[src/meg_pkg.sv]
// Shared constants and types for the mesh element geometry block.
// No dependencies; every other file imports this package.
package meg_pkg;

  localparam int COORD_BITS_DEF = 24;
  localparam int FRAC_BITS_DEF  = 15;

  localparam int FIELD_W = 24;
  localparam int OP_W    = 2;
  localparam int MEAS_W  = 50;
  localparam int DIR_W   = 16;

  localparam logic [31:0] DIR_MAX = 32'd32767;

  typedef enum logic [OP_W-1:0] {
    OP_EDGE     = 2'd0,
    OP_SEGMENT  = 2'd1,
    OP_TRIANGLE = 2'd2
  } op_t;

endpackage

[src/meg_div_cell.sv]
// One cell of the direction divider chain: one quotient bit for all three lanes.
// Depends on meg_pkg; the divisor and side data ride along unchanged.
module meg_div_cell import meg_pkg::*; #(
  parameter int NUMW = 64,
  parameter int RW   = MEAS_W,
  parameter int QW   = 16,
  parameter int SW   = 1,
  parameter int BIT  = 0
) (
  input  logic                 clk,
  input  logic                 rst,
  input  logic                 in_valid,
  output logic                 in_ready,
  input  logic [2:0][NUMW-1:0] rem_in,
  input  logic [2:0][QW-1:0]   q_in,
  input  logic [RW-1:0]        len_in,
  input  logic [SW-1:0]        side_in,
  output logic                 out_valid,
  input  logic                 out_ready,
  output logic [2:0][NUMW-1:0] rem_out,
  output logic [2:0][QW-1:0]   q_out,
  output logic [RW-1:0]        len_out,
  output logic [SW-1:0]        side_out
);

  logic [NUMW-1:0]      len_w;
  logic [2:0]           ge;
  logic [2:0][NUMW-1:0] rem_c;
  logic [2:0][QW-1:0]   q_c;

  always_comb begin
    len_w = NUMW'(len_in);
    for (int k = 0; k < 3; k++) begin
      ge[k]       = (rem_in[k] >> BIT) >= len_w;
      rem_c[k]    = ge[k] ? rem_in[k] - (len_w << BIT) : rem_in[k];
      q_c[k]      = q_in[k];
      q_c[k][BIT] = ge[k];
    end
  end

  assign in_ready = ~out_valid | out_ready;

  always_ff @(posedge clk) begin
    if (rst) begin
      out_valid <= 1'b0;
    end else if (in_ready) begin
      out_valid <= in_valid;
    end
  end

  always_ff @(posedge clk) begin
    if (in_ready) begin
      rem_out  <= rem_c;
      q_out    <= q_c;
      len_out  <= len_in;
      side_out <= side_in;
    end
  end

endmodule

[config.mk]
export PLATFORM = sky130hd
export DESIGN_NAME = meg_div_cell
export DESIGN_NICKNAME = d
export VERILOG_FILES = /design/src/meg_pkg.sv /design/src/meg_div_cell.sv
export SDC_FILE = /design/constraint.sdc
export NUM_CORES = 1
export LEC_CHECK = 0
export CORE_MARGIN = 2
export CORE_UTILIZATION = 42
export DETAILED_ROUTE_END_ITERATION = 10
export DONT_BUFFER_PORTS = 1
export PLACE_DENSITY = 0.59
export SLEW_MARGIN = 20
export SYNTH_ARGS = -nofsm -noshare
export SYNTH_HDL_FRONTEND = slang
export SYNTH_SLANG_ARGS = --single-unit
export TNS_END_PERCENT = 30
[constraint.sdc]
create_clock -name clk -period 18.54 [get_ports clk]
set_clock_uncertainty 0.1 [all_clocks]
set_input_delay 0 -clock clk [delete_from_list [all_inputs] [get_ports clk]]
set_output_delay 0 -clock clk [all_outputs]
set_load 0.005 [all_outputs]
# After elaboration in Yosys (flattened, before gate mapping)
# Cells that the tools add are included.
word_totals:
  regBits: 292
  word_cells: 20
classes:
  bitwise_logic: 2
  magnitude_cmp: 3
  add_sub_neg: 3
  n_mux: 3
ops:
  columns: ["op", "n"]
  rows:
  - [">= comparator 64 x 50 -> 1 bit", 3]
  - ["two-way mux 64 bit", 3]
  - ["subtractor 64 x 50 -> 64 bit", 3]
  - ["NOT 1 bit", 1]
  - ["OR 1 bit", 1]

# Depth between registers and ports, before layout
# Gate-level depths: netlist of the first run.
logic_depth:
  word_depth: 2
  mapped_depth: 15
  mapped_depth_nobuf: 13

# Worst setup path before layout of the first run
# OpenSTA, ideal clock, no wires.
synth_timing:
  kind: "input to register"
  from: "input port out_ready"
  to: "register out_valid"
  t_arrival_ns: 7.314
  path_buffers: 0
  setup_time_ns: 0.431
  cell_stages: 2
  slack_ns: 10.695
  path_cell_list: "nand2b_1 a21oi_1"
synth_via:
  elab_chain_len: 1
synth_lines:
  columns: ["item", "line", "source"]
  rows:
  - ["from (decl)", "meg_div_cell.sv:19", "input logic out_ready,"]
  - ["OR 1 bit", "meg_div_cell.sv:41", "assign in_ready = ~out_valid | out_ready;"]
  - ["to (signal assigned)", "meg_div_cell.sv:47", "out_valid <= in_valid;"]
  - ["to (decl)", "meg_div_cell.sv:18", "output logic out_valid,"]
# Every way passes these cells.
# A chain may end at the register's enable or synchronous reset.

==> metrics.yaml, run 1 <==
grt-ovfl-total: 0
endpoint_kind: "register"
nNetsFinal: 2990
num_vias: 18985
worst_pin_slew_ns: 1.036
ant_nets: 0
finalHoldViolCount: 0
die-area_um2: 51290
synth.avg_cell_area_um2: 9.514
die_w_um: 226.5
cts_inserted_buffers: 35
wl_per_cell_um: 24.24
placed_cells: 2762
layout.cells.non_filler: 3234
synth_cell_types: 70
crit_type: "input pin to register"
synth_warnings: 0
cp-start-kind: "input pin"
grt_pass1_wl_um: 112700
synth_nets: 2633
gp_congestion: 0.9476
row_count: 81
cts-hold-fix-buffers: 405
cts-resized-gates: 0
dp_hpwl_um: 57210
slew_violations: 0
synth-seq-cells: 292
syn_inst: 2185
drt-initial-drc-count: 1548
setup-violations-final: 0
cts_root_buf: "clkbuf_16"
synth_top_area_share_pct: 42.03
ios: 588
crit_fanout: 76
vias_per_cell: 5.870
wirelength_um: 78390
numPortBuffers: 0
status: "finished clean"
max_clock_freq_mhz: 189.2
clk_latency_ns: 0.54
drv_cap: 0
cts_setup_buffers: 0
synthArstFlopShare_pct: 0
start_util_pct: 42.47
remaining_drc_errors: 0
p_leak_uw: 0.01030
hold_class: "input pin to register"
clkTransAtPathRegs_ns: 0.06
setup_tns_ns: 0
p_per_area_nw_per_um2: 80.07
antenna_found_initial: 10
core_area_um2: 48950
cts_num_sinks: 292
clockBufferDepth: 3
htreeDepth: 2
drtPass1Iterations: 8
grt_max_degree: 158
synth_area_leader_cell: "edfxtp_1"
synth_seq_area_share_pct: 42.13
crit_required_ns: 18.73
grt.total_usage_pct: 29.27
syn_to_final_growth_pct: 27.23
rsz0062_at_grt: "no"
synthTopCellsByArea: "edfxtp_1 42%, ha_1 9.0%, a21oi_1 6.7%"
crit_arrival_ns: 5.48
worst_slew_margin_rel_pct: 30.92
grt_pass1_vias: 18686
cts_tree: "built"
drive_gt1_share_pct: 5.066
final.period_utilization_pct: 28.51
finalCriticalPeriod_ns: 5.286
synth_edf_count: 291
ir_drop_uv: 69.87
syn-cell-area_um2: 20790
die_h_um: 226.5
synthFlopType: "edfxtp_1"
==> critical path: stages <==
cell	delay, ns
dlygate4sd3_1	0.67
ha_1	0.27
fa_1	0.40
nand2b_1	0.19
a211oi_1	0.40
o31ai_1	0.14
buf_4	0.21
nand3_1	0.10
nand2_1	0.20
a21oi_4	0.73
buf_4	0.71
or4b_2	0.65
xnor2_1	0.15
dlygate4sd3_1	0.55
==> path summary, 6_finish.rpt <==
| path | from | endpoint | slack [ns] | cells past startpoint |
|---|---|---|---|---|
| worst max-delay path | len_in[0] | rem_out[124] | 13.25 | 14 |
| worst min-delay path | len_in[9] | len_out[9] | 0.01 | 1 |
| worst max register to register | out_valid | len_out[43] | 16.03 | 2 |
| worst min register to register | out_valid | rem_out[145] | 1.12 | 1 |
==> cell usage in the layout, fill, tap and decap left out, types with 26 or more instances in the layout <==
| master | netlist | routed |
|---|---|---|
| o21bai_1 | 32 | 32 |
| nand4_1 | 60 | 60 |
| xor2_1 | 85 | 85 |
| nor3_1 | 49 | 49 |
| a31oi_1 | 26 | 26 |
| clkbuf_16 | 0 | 37 |
| o21ai_0 | 116 | 116 |
| a21oi_1 | 278 | 277 |
| xnor2_1 | 91 | 91 |
| inv_1 | 91 | 91 |
| nand3_1 | 36 | 36 |
| dlygate4sd3_1 | 0 | 407 |
| nor2_1 | 211 | 211 |
| edfxtp_1 | 291 | 291 |
| nand2_1 | 168 | 168 |
| ha_1 | 150 | 150 |
| a21o_1 | 56 | 56 |
| mux2_2 | 35 | 35 |
==> power breakdown <==
part | switching [uW] | internal, uW | total (uW) | leakage [uW]
registers | 71.2 | 853 | 924 | 0.00301
logic | 302 | 239 | 542 | 0.00678
clock network | 286 | 366 | 652 | 0.000503
==> metrics by stage <==
stage | instance area (um2) | setup WS, ns | total power (uW) | utilization (%) | hold slack, ns
after CTS | 26420 | 13.24 | 2112 | 53.97 | 0.001024
final | 26450 | 13.25 | 2118 | 54.03 | 0.01290
after floorplan | 20790 | 10.70 | 1244 | - | -0.03093
after detailed placement | 21320 | 13.74 | 1375 | 43.54 | -0.02850
after global routing | 26450 | 12.94 | 2210 | 54.03 | 0.0004808
after global placement | 21310 | 13.74 | 1375 | 43.53 | -0.03012
==> cells in the mapped netlist, types with 19 or more instances <==
master and number:
xnor2_1 91, nand2_1 168, nor2_1 211, o21a_1 21, xor2_1 85, nor2b_1 23
edfxtp_1 291, mux2_2 35, nor4_1 19, inv_1 91, o21ai_0 116, clkbuf_1 77
a21oi_1 278, a31oi_1 26, nand2b_1 20, a21o_1 56, nand4_1 60, o21bai_1 32
nor3_1 49, ha_1 150, nand3_1 36
==> state kept, by name (all words and copies together), names as in the netlist <==
name / flops
len_out: 50
out_valid: 1
q_out: 48
rem_out: 192
side_out: 1
==> area by class of cell <==
cell class / instances / area, um2
clock inverters: 16 / 95.09
fillers: 4290 / 22500
clock buffers: 45 / 955.9
multi-input cells: 1708 / 11320
diodes: 4 / 10.01
well taps: 664 / 830.8
repair buffers: 413 / 4131
inverters: 92 / 347.8
flip-flops and latches: 292 / 8758
==> logic make-up after synthesis <==
group                      share of synthesized area, %
xor gates and xnor gates                          7.415
DFF                                               42.13
muxes                                             2.739
adders and majority gates                         9.317
AOI/OAI and AO/OA                                 19.55
and+or+nand+nor                                   15.31
buffers and inverters                             3.539
==> layer usage <==
| layer | part of all wire, % | up-vias | wire length [um] | global-route usage [%] |
|---|---|---|---|---|
| met3 | 9.0 | 182 | 7057 | 7.399 |
| met4 | 4.5 | 10 | 3508 | 12.58 |
| met5 | 0.099 | - | 78 | 0 |
| li1 | - | 8893 | - | - |
| met2 | 48 | 950 | 37850 | 50.65 |
| met1 | 38 | 8950 | 29900 | 34.32 |
Note: power is estimated with default switching activity, not from simulation.
==> run 2: changes to the inputs <==
- PLACE_DENSITY: 0.59 -> 0.62
- clock period: 18.54 -> 4.3 ns (I/O delays scaled with it)
==> run 2 against run 1 <==
  * Flip-flop and latch count unchanged
  * Combinational power rose to 4.4 times the previous value
  * Clock power rose to 4.3 times the previous value
  * Global-route usage increased by 0.15 points
  * Wire length rose by 0.26%
  * Highest routed layer unchanged
  * Worst hold slack better by 0.0081 ns
==> metrics.yaml, run 2 (synthesis gave the netlist of run 1 again) <==
use_met1_pct: 34.92
startpoint: "len_in[0]"
crit_type: "input pin to register"
cts_inserted_buffers: 34
max_clock_freq_mhz: 241.1
slowest_stage: "dlygate4sd3_1"
post-place-ws_ns: 0.5413
crit_required_ns: 4.48
final.period_utilization_pct: 96.48
cts_num_sinks: 292
cts_setup_buffers: 0
htreeDepth: 2
gp_congestion: 0.9458
p_leak_uw: 0.01044
critical_path_buf_inv_count: 3
slew_violations: 0
start_util_pct: 42.47
drv_cap: 0
grt_pass1_wl_um: 114100
core_area_um2: 48950
crit_cells: 14
cp_common_cell: "dlygate4sd3_1"
largest_register: "rem_out"
wirelength_um: 78590
setup-violations-final: 0
p_clk_share_pct: 30.5
die_h_um: 226.5
pwr-share-comb_pct: 25.9
reg2reg_slack_ns: 2.34
finalCriticalPeriod_ns: 4.148
switching_share_pct: 31.08
reg_top3: "rem_out x192, len_out x50, q_out x48"
largest_reg_flops: 192
switchingPower_uw: 2844
endpoint_kind: "register"
num_vias: 19059
crit_chain: "dlygate4sd3_1, ha_1, fa_1, nand2b_1, a21oi_1, o21ai_0, a21oi_2, a2111oi_0, or2_1, inv_4, nand4_1, a2111oi_2, xor2_1, dlygate4sd3_1"
status: "finished clean"
drtPass1Iterations: 6
numPortBuffers: 0
final_common_cell: "dlygate4sd3_1"
ant_nets: 0
die-area_um2: 51290
cts_root_buf: "clkbuf_16"
drive_gt1_share_pct: 5.980
stdcell_area_um2: 26790
grt.total_usage_pct: 29.42
nNetsFinal: 3016
r2r_start: "out_valid"
r2r_cells: 2
remaining_drc_errors: 0
placed_area_um2: 21490
worst_slew_margin_rel_pct: 38.11
use_met2_pct: 50.33
clockBufferDepth: 3
slowest_delay_ns: 0.66
layout_common_cells: "418 x dlygate4sd3_1, 291 x edfxtp_1, 275 x a21oi_1"
rsz0062_at_grt: "yes"
p_total_uw: 9151
vias_per_cell: 5.841
die_w_um: 226.5
syn_to_final_growth_pct: 28.85
fin_ws_ns: 0.1516
crit_fanout: 22
worst_pin_slew_ns: 0.9204
ios: 588
row_count: 81
crit_arrival_ns: 4.33
cts_tree: "built"
n_fill_cell: 4210
cp_top_family: "buffers and inverters"
p_per_area_nw_per_um2: 341.6
grt_pass1_vias: 18626
drt-initial-drc-count: 1431
grt-ovfl-total: 0
antenna_found_initial: 11
busiest_layer: "met2"
dp_hpwl_um: 58280
finalHoldViolCount: 0
wl_per_cell_um: 24.09
cp-endpoint: "rem_out[59]"
reg2reg_to: "q_out[10]"
ir_drop_uv: 266.3
cp-start-kind: "input pin"
grt_max_degree: 75
clk_latency_ns: 0.54
hold_class: "input pin to register"
grtUsageMet3_pct: 7.969
p_seq_share_pct: 43.6
power.internal_uw: 6307
clkTransAtPathRegs_ns: 0.06
[run 2: changes by cell type in the layout (fill, tap and decap cells not counted), moves of 3 or more]
cell           previous run  this run
buf_12                    1         6
buf_4                     5        15
dlygate4sd3_1           407       418
diode_2                   4         7
[run 2: layer usage]
layer  share of wire (%)  vias to the layer above
met3                 8.7                      163
met1                  39                     9029
met4                 4.0                       10
li1                    -                     8957
met5               0.085                        -
met2                  48                      900
[run 2: worst register-to-register path, stage by stage, from the launching register on]
cell,delay [ns]
dfxtp_1,0.34
nand2b_4,0.64
buf_12,0.46
[run 2: worst min-delay path by stage]
stage | start | to | slack (ns) | cells past startpoint
CTS | rem_in[101] | rem_out[101] | 0.003 | 3
finish | len_in[37] | len_out[37] | 0.02 | 1
global route | q_in[17] | q_out[17] | 0.008 | 1
global placement | rst | out_valid | -0.03 | 1
floorplan | rst | out_valid | -0.03 | 1
detailed placement | rst | out_valid | -0.03 | 1
[run 2: per-stage QoR]
step           cells  utilization, %  hold slack (ns)  setup TNS, ns
6_report        3263           54.72          0.02095              0
2_1_floorplan   2185               -         -0.03093              0
5_1_grt         3261           54.71         0.007564      -0.009865
3_3_place_gp    2778           43.90         -0.03054              0
3_5_place_dp    2778           43.90         -0.02772              0
4_1_cts         3253           54.55         0.002656              0
[run 2: what timing repair did]
item / 4_1_cts / 5_1_grt
setup endpoints to repair: 0 / 16
hold buffers: 415 / 3
hold endpoints to repair: 289 / 3
resized for setup: 0 / 10
[run 2: cell type report]
class / instances / area (um2) / area share [%]
multi-input combinational: 1708 / 11350 / 42.37
tap: 664 / 830.8 / 3.102
timing repair buffer: 440 / 4428 / 16.53
inverter: 92 / 347.8 / 1.299
sequential: 292 / 8758 / 32.70
clock inverter: 17 / 107.6 / 0.4017
clock buffer: 43 / 948.4 / 3.541
antenna: 7 / 17.52 / 0.06539
[run 2: power by group through the flow]
stage / sequential (uW) / clock (uW) / combinational (uW)
global route: 4020 / 2930 / 2580
CTS: 3980 / 2830 / 2320
detailed placement: 4020 / 0 / 1920
finish: 3990 / 2790 / 2370
floorplan: 3880 / 0 / 1450
global placement: 4040 / 0 / 1910
