## config.mk

```make
export PLATFORM = sky130hd
export DESIGN_NAME = meg_sqrt_cell
export DESIGN_NICKNAME = d
export VERILOG_FILES = /design/src/meg_pkg.sv /design/src/meg_sqrt_cell.sv
export SDC_FILE = /design/constraint.sdc
export NUM_CORES = 1
export LEC_CHECK = 0
export ABC_AREA = 1
export BUFFER_PORTS_ARGS = -buffer_cell sky130_fd_sc_hd__buf_2
export CAP_MARGIN = 5
export CORE_AREA = 2 2 159 161
export DETAILED_ROUTE_END_ITERATION = 10
export DIE_AREA = 0 0 161 163
export PLACE_DENSITY = 0.77
export SETUP_SLACK_MARGIN = 0.4
export SLEW_MARGIN = 10
export SYNTH_ARGS = -nofsm -noshare
export SYNTH_HDL_FRONTEND = slang
export SYNTH_SLANG_ARGS = --single-unit
export TNS_END_PERCENT = 10
```

## constraint.sdc

```tcl
create_clock -name clk -period 7.4 [get_ports clk]
set_input_delay 1.11 -clock clk [delete_from_list [all_inputs] [get_ports clk]]
set_output_delay 1.11 -clock clk [all_outputs]
set_load 0.01 [all_outputs]
```

## src/meg_pkg.sv

```systemverilog
// Shared constants and types for the mesh element geometry block.
// No dependencies; every other file imports this package.
package meg_pkg;

  localparam int COORD_BITS_DEF = 24;
  localparam int FRAC_BITS_DEF  = 15;

  localparam int FIELD_W = 24;
  localparam int OP_W    = 2;
  localparam int MEAS_W  = 50;
  localparam int DIR_W   = 16;

  localparam logic [31:0] DIR_MAX = 32'd32767;

  typedef enum logic [OP_W-1:0] {
    OP_EDGE     = 2'd0,
    OP_SEGMENT  = 2'd1,
    OP_TRIANGLE = 2'd2
  } op_t;

endpackage

```

## src/meg_sqrt_cell.sv

```systemverilog
// One cell of the floor square root chain: settles one root bit per cell.
// Depends on meg_pkg; side data rides along unchanged.
module meg_sqrt_cell import meg_pkg::*; #(
  parameter int RW = MEAS_W,
  parameter int NW = 2 * MEAS_W,
  parameter int SW = 1
) (
  input  logic          clk,
  input  logic          rst,
  input  logic          in_valid,
  output logic          in_ready,
  input  logic [RW+1:0] rem_in,
  input  logic [RW-1:0] root_in,
  input  logic [NW-1:0] rad_in,
  input  logic [SW-1:0] side_in,
  output logic          out_valid,
  input  logic          out_ready,
  output logic [RW+1:0] rem_out,
  output logic [RW-1:0] root_out,
  output logic [NW-1:0] rad_out,
  output logic [SW-1:0] side_out
);

  logic [RW+3:0] cur, trial, diff;
  logic          ge;

  always_comb begin
    cur   = {rem_in, rad_in[NW-1:NW-2]};
    trial = (RW+4)'({root_in, 2'b01});
    ge    = cur >= trial;
    diff  = cur - trial;
  end

  assign in_ready = ~out_valid | out_ready;

  always_ff @(posedge clk) begin
    if (rst) begin
      out_valid <= 1'b0;
    end else if (in_ready) begin
      out_valid <= in_valid;
    end
  end

  always_ff @(posedge clk) begin
    if (in_ready) begin
      rem_out  <= ge ? diff[RW+1:0] : cur[RW+1:0];
      root_out <= {root_in[RW-2:0], ge};
      rad_out  <= {rad_in[NW-3:0], 2'b00};
      side_out <= side_in;
    end
  end

endmodule

```

# Word-level counts from Yosys, hierarchy flattened

Index checks and enable logic that the tools add are counted.

Add/subtract/negate cells: 1
$lt $le $gt $ge: 1
Mux-type cells: 1
Bitwise operators: 2

Operators by type and width:

| operator                                                       | number |
|---|---|
| 54-bit by 52-bit greater-or-equal comparator with 1-bit output | 1 |
| 52-bit 2-to-1 mux                                              | 1 |
| 52-bit subtractor                                              | 1 |
| 1-bit NOT                                                      | 1 |
| 1-bit bitwise OR                                               | 1 |

Register bits after elaboration: 202
Input bits: 207
Output and inout port bits: 205
Logic and storage cells: 10

# Logic depth before layout (Yosys ltp)

Gate-level depths: netlist (run 1).

Depth after elaboration: 2
Mapped depth: 16
Gate-level depth less buffers: 16

# Worst setup path before layout (run 1)

OpenSTA, ideal clock, no wires.

Path kind: input port to output port
Start: input out_ready
End: output in_ready
Arrival time: 5.447 ns
Data required time: 6.290 ns
Path slack: 0.843 ns
Cell stages on the path: 2
Path buffers: 0
Cell sequence: inv_1 nand2_1

Longest elaborated chain between the ends: 1

RTL lines:

| item             | line                | text |
|---|---|---|
| from (decl)      | meg_sqrt_cell.sv:17 | `input logic out_ready,` |
| 1-bit bitwise OR | meg_sqrt_cell.sv:34 | `assign in_ready = ~out_valid \| out_ready;` |
| to (decl)        | meg_sqrt_cell.sv:11 | `output logic in_ready,` |

Every way passes these cells.

# Worst setup path in the final report (run 1)

Start: input rem_in[25]
End: register rem_out[23] (data pin)

Longest elaborated chain between the ends: 2

RTL lines:

| item                                                           | line                | text |
|---|---|---|
| from (decl)                                                    | meg_sqrt_cell.sv:12 | `input logic [RW+1:0] rem_in,` |
| 54-bit by 52-bit greater-or-equal comparator with 1-bit output | meg_sqrt_cell.sv:30 | `ge = cur >= trial;` |
| 52-bit 2-to-1 mux                                              | meg_sqrt_cell.sv:46 | `rem_out <= ge ? diff[RW+1:0] : cur[RW+1:0];` |
| to (signal assigned)                                           | meg_sqrt_cell.sv:46 |  |
| to (decl)                                                      | meg_sqrt_cell.sv:18 | `output logic [RW+1:0] rem_out,` |

Every way passes these cells.
A chain may end at the register's enable or synchronous reset.

==> metrics.yaml, run 1 <==
finClkSkew_ns: 0.0108
fin_crit_sh_pct: 55.2
dp_cells: 2136
cpPeakStageDelay_ns: 0.89
synth.largest_area_cell: "edfxtp_1"
place_congestion: 0.939
busiest_layer: "met2"
wl_per_cell_um: 17.6
rows: 58
synth_xor_area_share_pct: 2.10
finalCriticalPeriod_ns: 4.08
setup_tns_ns: 0
clk_pin_slew_ns: 0.06
area_growth_pct: 26.8
drv_slew: 0
synth-simple-area-share_pct: 25.6
cts_tree: "done"
final_common_cell: "nand2_1"
worstSetupEndpointType: "flip-flop"
grt_overflow_total: 0
core_area_um2: 24700
ant_nets: 0
finalHoldViolCount: 0
ir_worst_vdd_mv: 0.160
cts_resized: 0
final_cells: 2177
synth_seq_cells: 202
crit_slowest_cell: "nand3_4"
crit_fanout: 80
cts_setup_buffers: 0
crit_type: "primary input to flip-flop"
grt_pass1_wl_um: 57100
max-slew-margin-rel_pct: 34.6
grtUsageMet2_pct: 51.9
p_per_area_nw_per_um2: 223
hpwl_um: 31000
tightest_slew_ns: 0.981
initial_core_util_pct: 47.3
synth_top_area_share_pct: 51.8
drt_iter0_drc: 685
power_w: 0.00329
synth_mux_area_share_pct: 0
critPathLaunch: "rem_in[25]"
nets: 2089
track_usage_pct: 28.6
htreeDepth: 1
p_leak_nw: 8.02
setup_viol: 0
syn_inst: 1411
io_pins: 412
die_y_um: 163
cp_common_cell: "nand2_1"
r2r_start: "out_valid$_SDFFE_PP0P_"
drt-total-wl_um: 38400
die_area_um2: 26200
clock.fmax_mhz: 245
syn_avg_cell_area_um2: 8.26
portBuffers: 409
yosysWarnings: 0
met3_usage_pct: 4.38
drv_cap: 0
critical_path.cell_chain: "buf_2 > ha_1 > nand2_1 > nand2_1 > nand2_1 > nand2_1 > inv_1 > nand2_1 > nand2_1 > nand2_1 > a21oi_4 > nand3_4 > nand2_1 > o21ai_1"
cts_sinks: 202
cts_buffers: 22
synth-seq-area-share_pct: 51.9
drive_above_1_share_pct: 25.0
cp_data_arrival_time_ns: 4.30
crit_buf_inv: 2
critPathLaunchType: "primary input"
clockRootBuffer: "clkbuf_16"
dr.pass1.iters: 5
antenna_found_initial: 1
synth_fa_ha_area_share_pct: 5.58
die_w_um: 161
drc: 0
num_vias: 10542
cp.required_ns: 7.62
status: "completed"
min_path_type: "primary input to flip-flop"
synth.area.top_cells: "edfxtp_1 (52%), nand2_1 (16%), inv_1 (10%), ha_1 (5.6%), nor2_1 (2.6%)"
cts.path.max_buffers: 3
clkLatencyLatePin_ns: 0.51
syn-cell-area_um2: 11700
rsz0062_at_grt: "false"
postCtsHoldBufs: 0
path_delay_family: "simple AND/OR/NAND/NOR gates"
first_global_vias: 10366
final_util_pct: 59.9
synth_compound_area_share_pct: 3.19
grt_max_degree: 154
synth_top_family_by_area: "simple AND/OR/NAND/NOR gates"
final_cell_mix: "nand2_1 (505), buf_2 (409), inv_1 (318)"
use_met1_pct: 34.7
min-delay-start: "rst"
num-fill-cells: 2262
via_per_inst: 4.84
synth_cell_types: 33
[layer usage]
| layer | share of wire (%) | vias to the layer above |
|---|---|---|
| li1 | - | 5252 |
| met1 | 40 | 4814 |
| met2 | 50 | 397 |
| met3 | 6.5 | 79 |
| met4 | 3.6 | 0 |
| met5 | 0 | - |
[through the flow]
stage                     setup WS [ns]  cell area [um^2]  hold WS (ns)
after floorplan                   0.843             11700          1.18
after global placement             2.86             14000          1.07
after detailed placement           2.79             14000          1.12
after CTS                          3.32             14800         0.738
after global routing               2.95             14800         0.741
final                              3.32             14800         0.752
[cells in the mapped netlist (all sizes together)]
library cell / number
nor3: 9
nand2: 507
o21bai: 4
conb: 1
ha: 52
inv: 326
and2: 3
xnor2: 1
edfxtp: 201
clkbuf: 6
a21o: 1
nor4b: 1
dfxtp: 1
or2: 1
nor2: 86
o21ai: 30
a21oi: 33
o21a: 1
xor2: 27
nand4: 36
nand3: 58
buf: 10
nor4: 1
nand3b: 15
[power breakdown]
group          internal [W]  switching (W)  total, W
registers           0.00140      0.0000320   0.00143
clock network      0.000702       0.000445   0.00115
logic              0.000255       0.000457  0.000712
[layout make-up]
| cell class | instances | area (um^2) | share of cell area (%) |
|---|---|---|---|
| Timing Repair Buffer | 410 | 2070 | 14.0 |
| Inverter | 326 | 1220 | 8.28 |
| Sequential cell | 202 | 6060 | 41.0 |
| Tap cell | 330 | 413 | 2.79 |
| Clock buffer | 26 | 587 | 3.97 |
| Clock inverter | 14 | 165 | 1.12 |
| Antenna cell | 1 | 2.50 | 0.0169 |
| Multi-Input combinational cell | 868 | 4270 | 28.9 |
[cell families after synthesis]
logic type / count (synthesis)
AOI/OAI and AO/OA: 69
other: 1
and+or+nand+nor: 717
DFF: 202
xor gates and xnor gates: 28
adders and majority gates: 52
buffers and inverters: 342
[flip-flops by register name, indices dropped and copies added, names as in the netlist]
| signal | cells |
|---|---|
| root_out | 50 |
| side_out | 1 |
| rad_out | 98 |
| out_valid | 1 |
| rem_out | 52 |
[worst paths after layout]
check / cells after the start / slack (ns) / to
worst min-delay path: 2 / 0.75 / out_valid$_SDFFE_PP0P_
worst max register to register: 2 / 5.28 / rem_out[10]$_DFFE_PP_
worst max-delay path: 14 / 3.32 / rem_out[23]$_DFFE_PP_
worst min register to register: 1 / 1.10 / root_out[32]$_DFFE_PP_
(Power assumes the default switching activity.)
==> run 2, diff against run 1 <==
==> constraint.sdc (replaced) <==
create_clock -name clk -period 3.97 [get_ports clk]
set_input_delay 0.5955 -clock clk [delete_from_list [all_inputs] [get_ports clk]]
set_output_delay 0.5955 -clock clk [all_outputs]
set_load 0.01 [all_outputs]
==> run 2 against run 1 <==
  * Wire length decreased by 0.53%
  * Worst setup slack got worse by 2.3 ns
  * Via count increased by 0.64%
  * Cell count increased by 0.23%
  * Total power increased by 84%
  * Non-clock buffer count increased by 6
  * Sequential power increased by 86%
  * Core utilization increased by 0.11 points
==> metrics.yaml, run 2 (synthesis results as in run 1) <==
num-fill-cells: 2274  # was 2262
drc: 0  # unchanged
cts_resized: 0  # unchanged
final_common_cell: "nand2_1"  # unchanged
p_int_w: 0.00432  # was 0.00236 W
antenna_found_initial: 0  # was 1
cts_setup_buffers: 0  # unchanged
cp.required_ns: 4.21  # was 7.62 ns
stdcell_area_um2: 14800  # about the same
initial_core_util_pct: 47.3  # unchanged
clock.fmax_mhz: 341
finClkSkew_ns: 0.00995  # was 0.0108 ns
drv_slew: 0  # unchanged
cts.path.max_buffers: 3  # unchanged
seqCellArea_um2: 6060  # unchanged
hpwl_um: 31200  # was 31000 um
tightest_slew_ns: 0.875  # was 0.981 ns
cts_sinks: 202  # unchanged
htreeDepth: 1  # unchanged
max-slew-margin-rel_pct: 41.5  # was 34.6%
setup_viol: 0  # unchanged
whs_ns: 0.239  # was 0.752 ns
drive_above_1_share_pct: 25.4  # was 25.0%
reg_top3: "rad_out x98, rem_out x52, root_out x50"  # unchanged
min_path_type: "primary input to flip-flop"  # unchanged
worstSetupEndpointType: "flip-flop"  # unchanged
p_seq_share_pct: 44.0  # was 43.5%
critPathLaunchType: "primary input"  # unchanged
die_w_um: 161  # unchanged
cp_data_arrival_time_ns: 3.17  # was 4.30 ns
p_sw_w: 0.00174  # was 0.000934 W
p_sw_share_pct: 28.7  # was 28.4%
p_leak_nw: 8.04  # was 8.02 nW
largest_register_ffs: 98  # unchanged
place_area_um2: 14100  # was 14000 um^2
wl_per_cell_um: 17.5  # was 17.6 um
ant_nets: 0  # unchanged
p_clk_share_pct: 34.0  # was 34.9%
finalCriticalPeriod_ns: 2.93
core_area_um2: 24700  # unchanged
portBuffers: 409  # unchanged
cts_buffers: 22  # unchanged
rows: 58  # unchanged
grt_max_degree: 84  # was 154
crit_type: "primary input to flip-flop"  # unchanged
largest_register: "rad_out"  # unchanged
grt_overflow_total: 0  # unchanged
drt_iter0_drc: 797  # was 685
finalHoldViolCount: 0  # unchanged
io_pins: 412  # unchanged
drt-total-wl_um: 38200  # was 38400 um
final_util_pct: 60.0  # was 59.9%
track_usage_pct: 28.2  # was 28.6%
status: "completed"  # unchanged
p_per_area_nw_per_um2: 409  # was 223 nW/um^2
nets: 2095  # was 2089
die_y_um: 163  # unchanged
final_cell_mix: "nand2_1 (505), buf_2 (409), inv_1 (318)"  # unchanged
multi_input_area_um2: 4280  # was 4270 um^2
grt_pass1_wl_um: 56500  # was 57100 um
rsz0062_at_grt: "false"  # unchanged
fin_crit_sh_pct: 73.8
clk_pin_slew_ns: 0.06  # about the same
drv_cap: 0  # unchanged
rrSetupSlack_ns: 1.88  # was 5.28 ns
crit_fanout: 57  # was 80
clockRootBuffer: "clkbuf_16"  # unchanged
place_congestion: 0.992  # was 0.939
first_global_vias: 10365  # was 10366
via_per_inst: 4.86  # was 4.84
n_antenna_cell: 0  # was 1
postCtsHoldBufs: 0  # unchanged
p_comb_share_pct: 22.0  # was 21.6%
cts_tree: "done"  # unchanged
die_area_um2: 26200  # unchanged
area_growth_pct: 27.0  # was 26.8%
ir_worst_vdd_mv: 0.320  # was 0.160 mV
setup_tns_ns: 0  # unchanged
dr.pass1.iters: 5  # unchanged
num_vias: 10609  # was 10542
clkLatencyLatePin_ns: 0.51  # about the same
## run 2: path summary, 6_finish.rpt
kind | depth (start not counted) | startpoint | end
worst max register to register | 2 | out_valid$_SDFFE_PP0P_ | root_out[12]$_DFFE_PP_
worst min-delay path | 2 | rst | out_valid$_SDFFE_PP0P_
worst max-delay path | 13 | rem_in[43] | rem_out[25]$_DFFE_PP_
worst min register to register | 2 | out_valid$_SDFFE_PP0P_ | out_valid$_SDFFE_PP0P_
## run 2: per-stage QoR
stage	std cells	power, W	setup slack, ns
after floorplan	1412	0.00347	0.323
after global placement	2142	0.00401	0.583
after detailed placement	2142	0.00404	0.571
after CTS	2182	0.00610	1.12
after global routing	2182	0.00632	0.898
final	2182	0.00606	1.04
## run 2: cell type report
class / count / area share [%]
inverters: 326 / 8.26
clock inverters: 10 / 0.718
flip-flops and latches: 202 / 40.9
clock buffers: 30 / 4.20
well taps: 330 / 2.79
multi-input cells: 868 / 28.9
repair buffers: 416 / 14.3
## run 2: critical path: stages
cell and delay [ns]:
buf_2 0.11, ha_1 0.38, nand2_1 0.16, inv_2 0.05, a21oi_1 0.25, nand2_1 0.12
nand2_1 0.07, nand2_1 0.08, a21oi_4 0.69, nand3_4 0.17, buf_12 0.24, nand2_1 0.12
o21ai_1 0.08
## run 2: layer usage
layer / vias up / part of all wire (%) / GRT usage [%]
li1: 5264 / - / -
met1: 4868 / 40 / 33.4
met2: 404 / 51 / 52.9
met3: 73 / 6.2 / 3.92
met4: 0 / 3.2 / 8.85
met5: - / 0 / 0
## run 2: power by group through the flow
stage               logic (W)  clock network, W  registers (W)
finish                0.00133           0.00206        0.00266
global placement      0.00131                 0        0.00270
floorplan            0.000632                 0        0.00284
global route          0.00147           0.00217        0.00268
CTS                   0.00134           0.00209        0.00267
detailed placement    0.00133                 0        0.00271
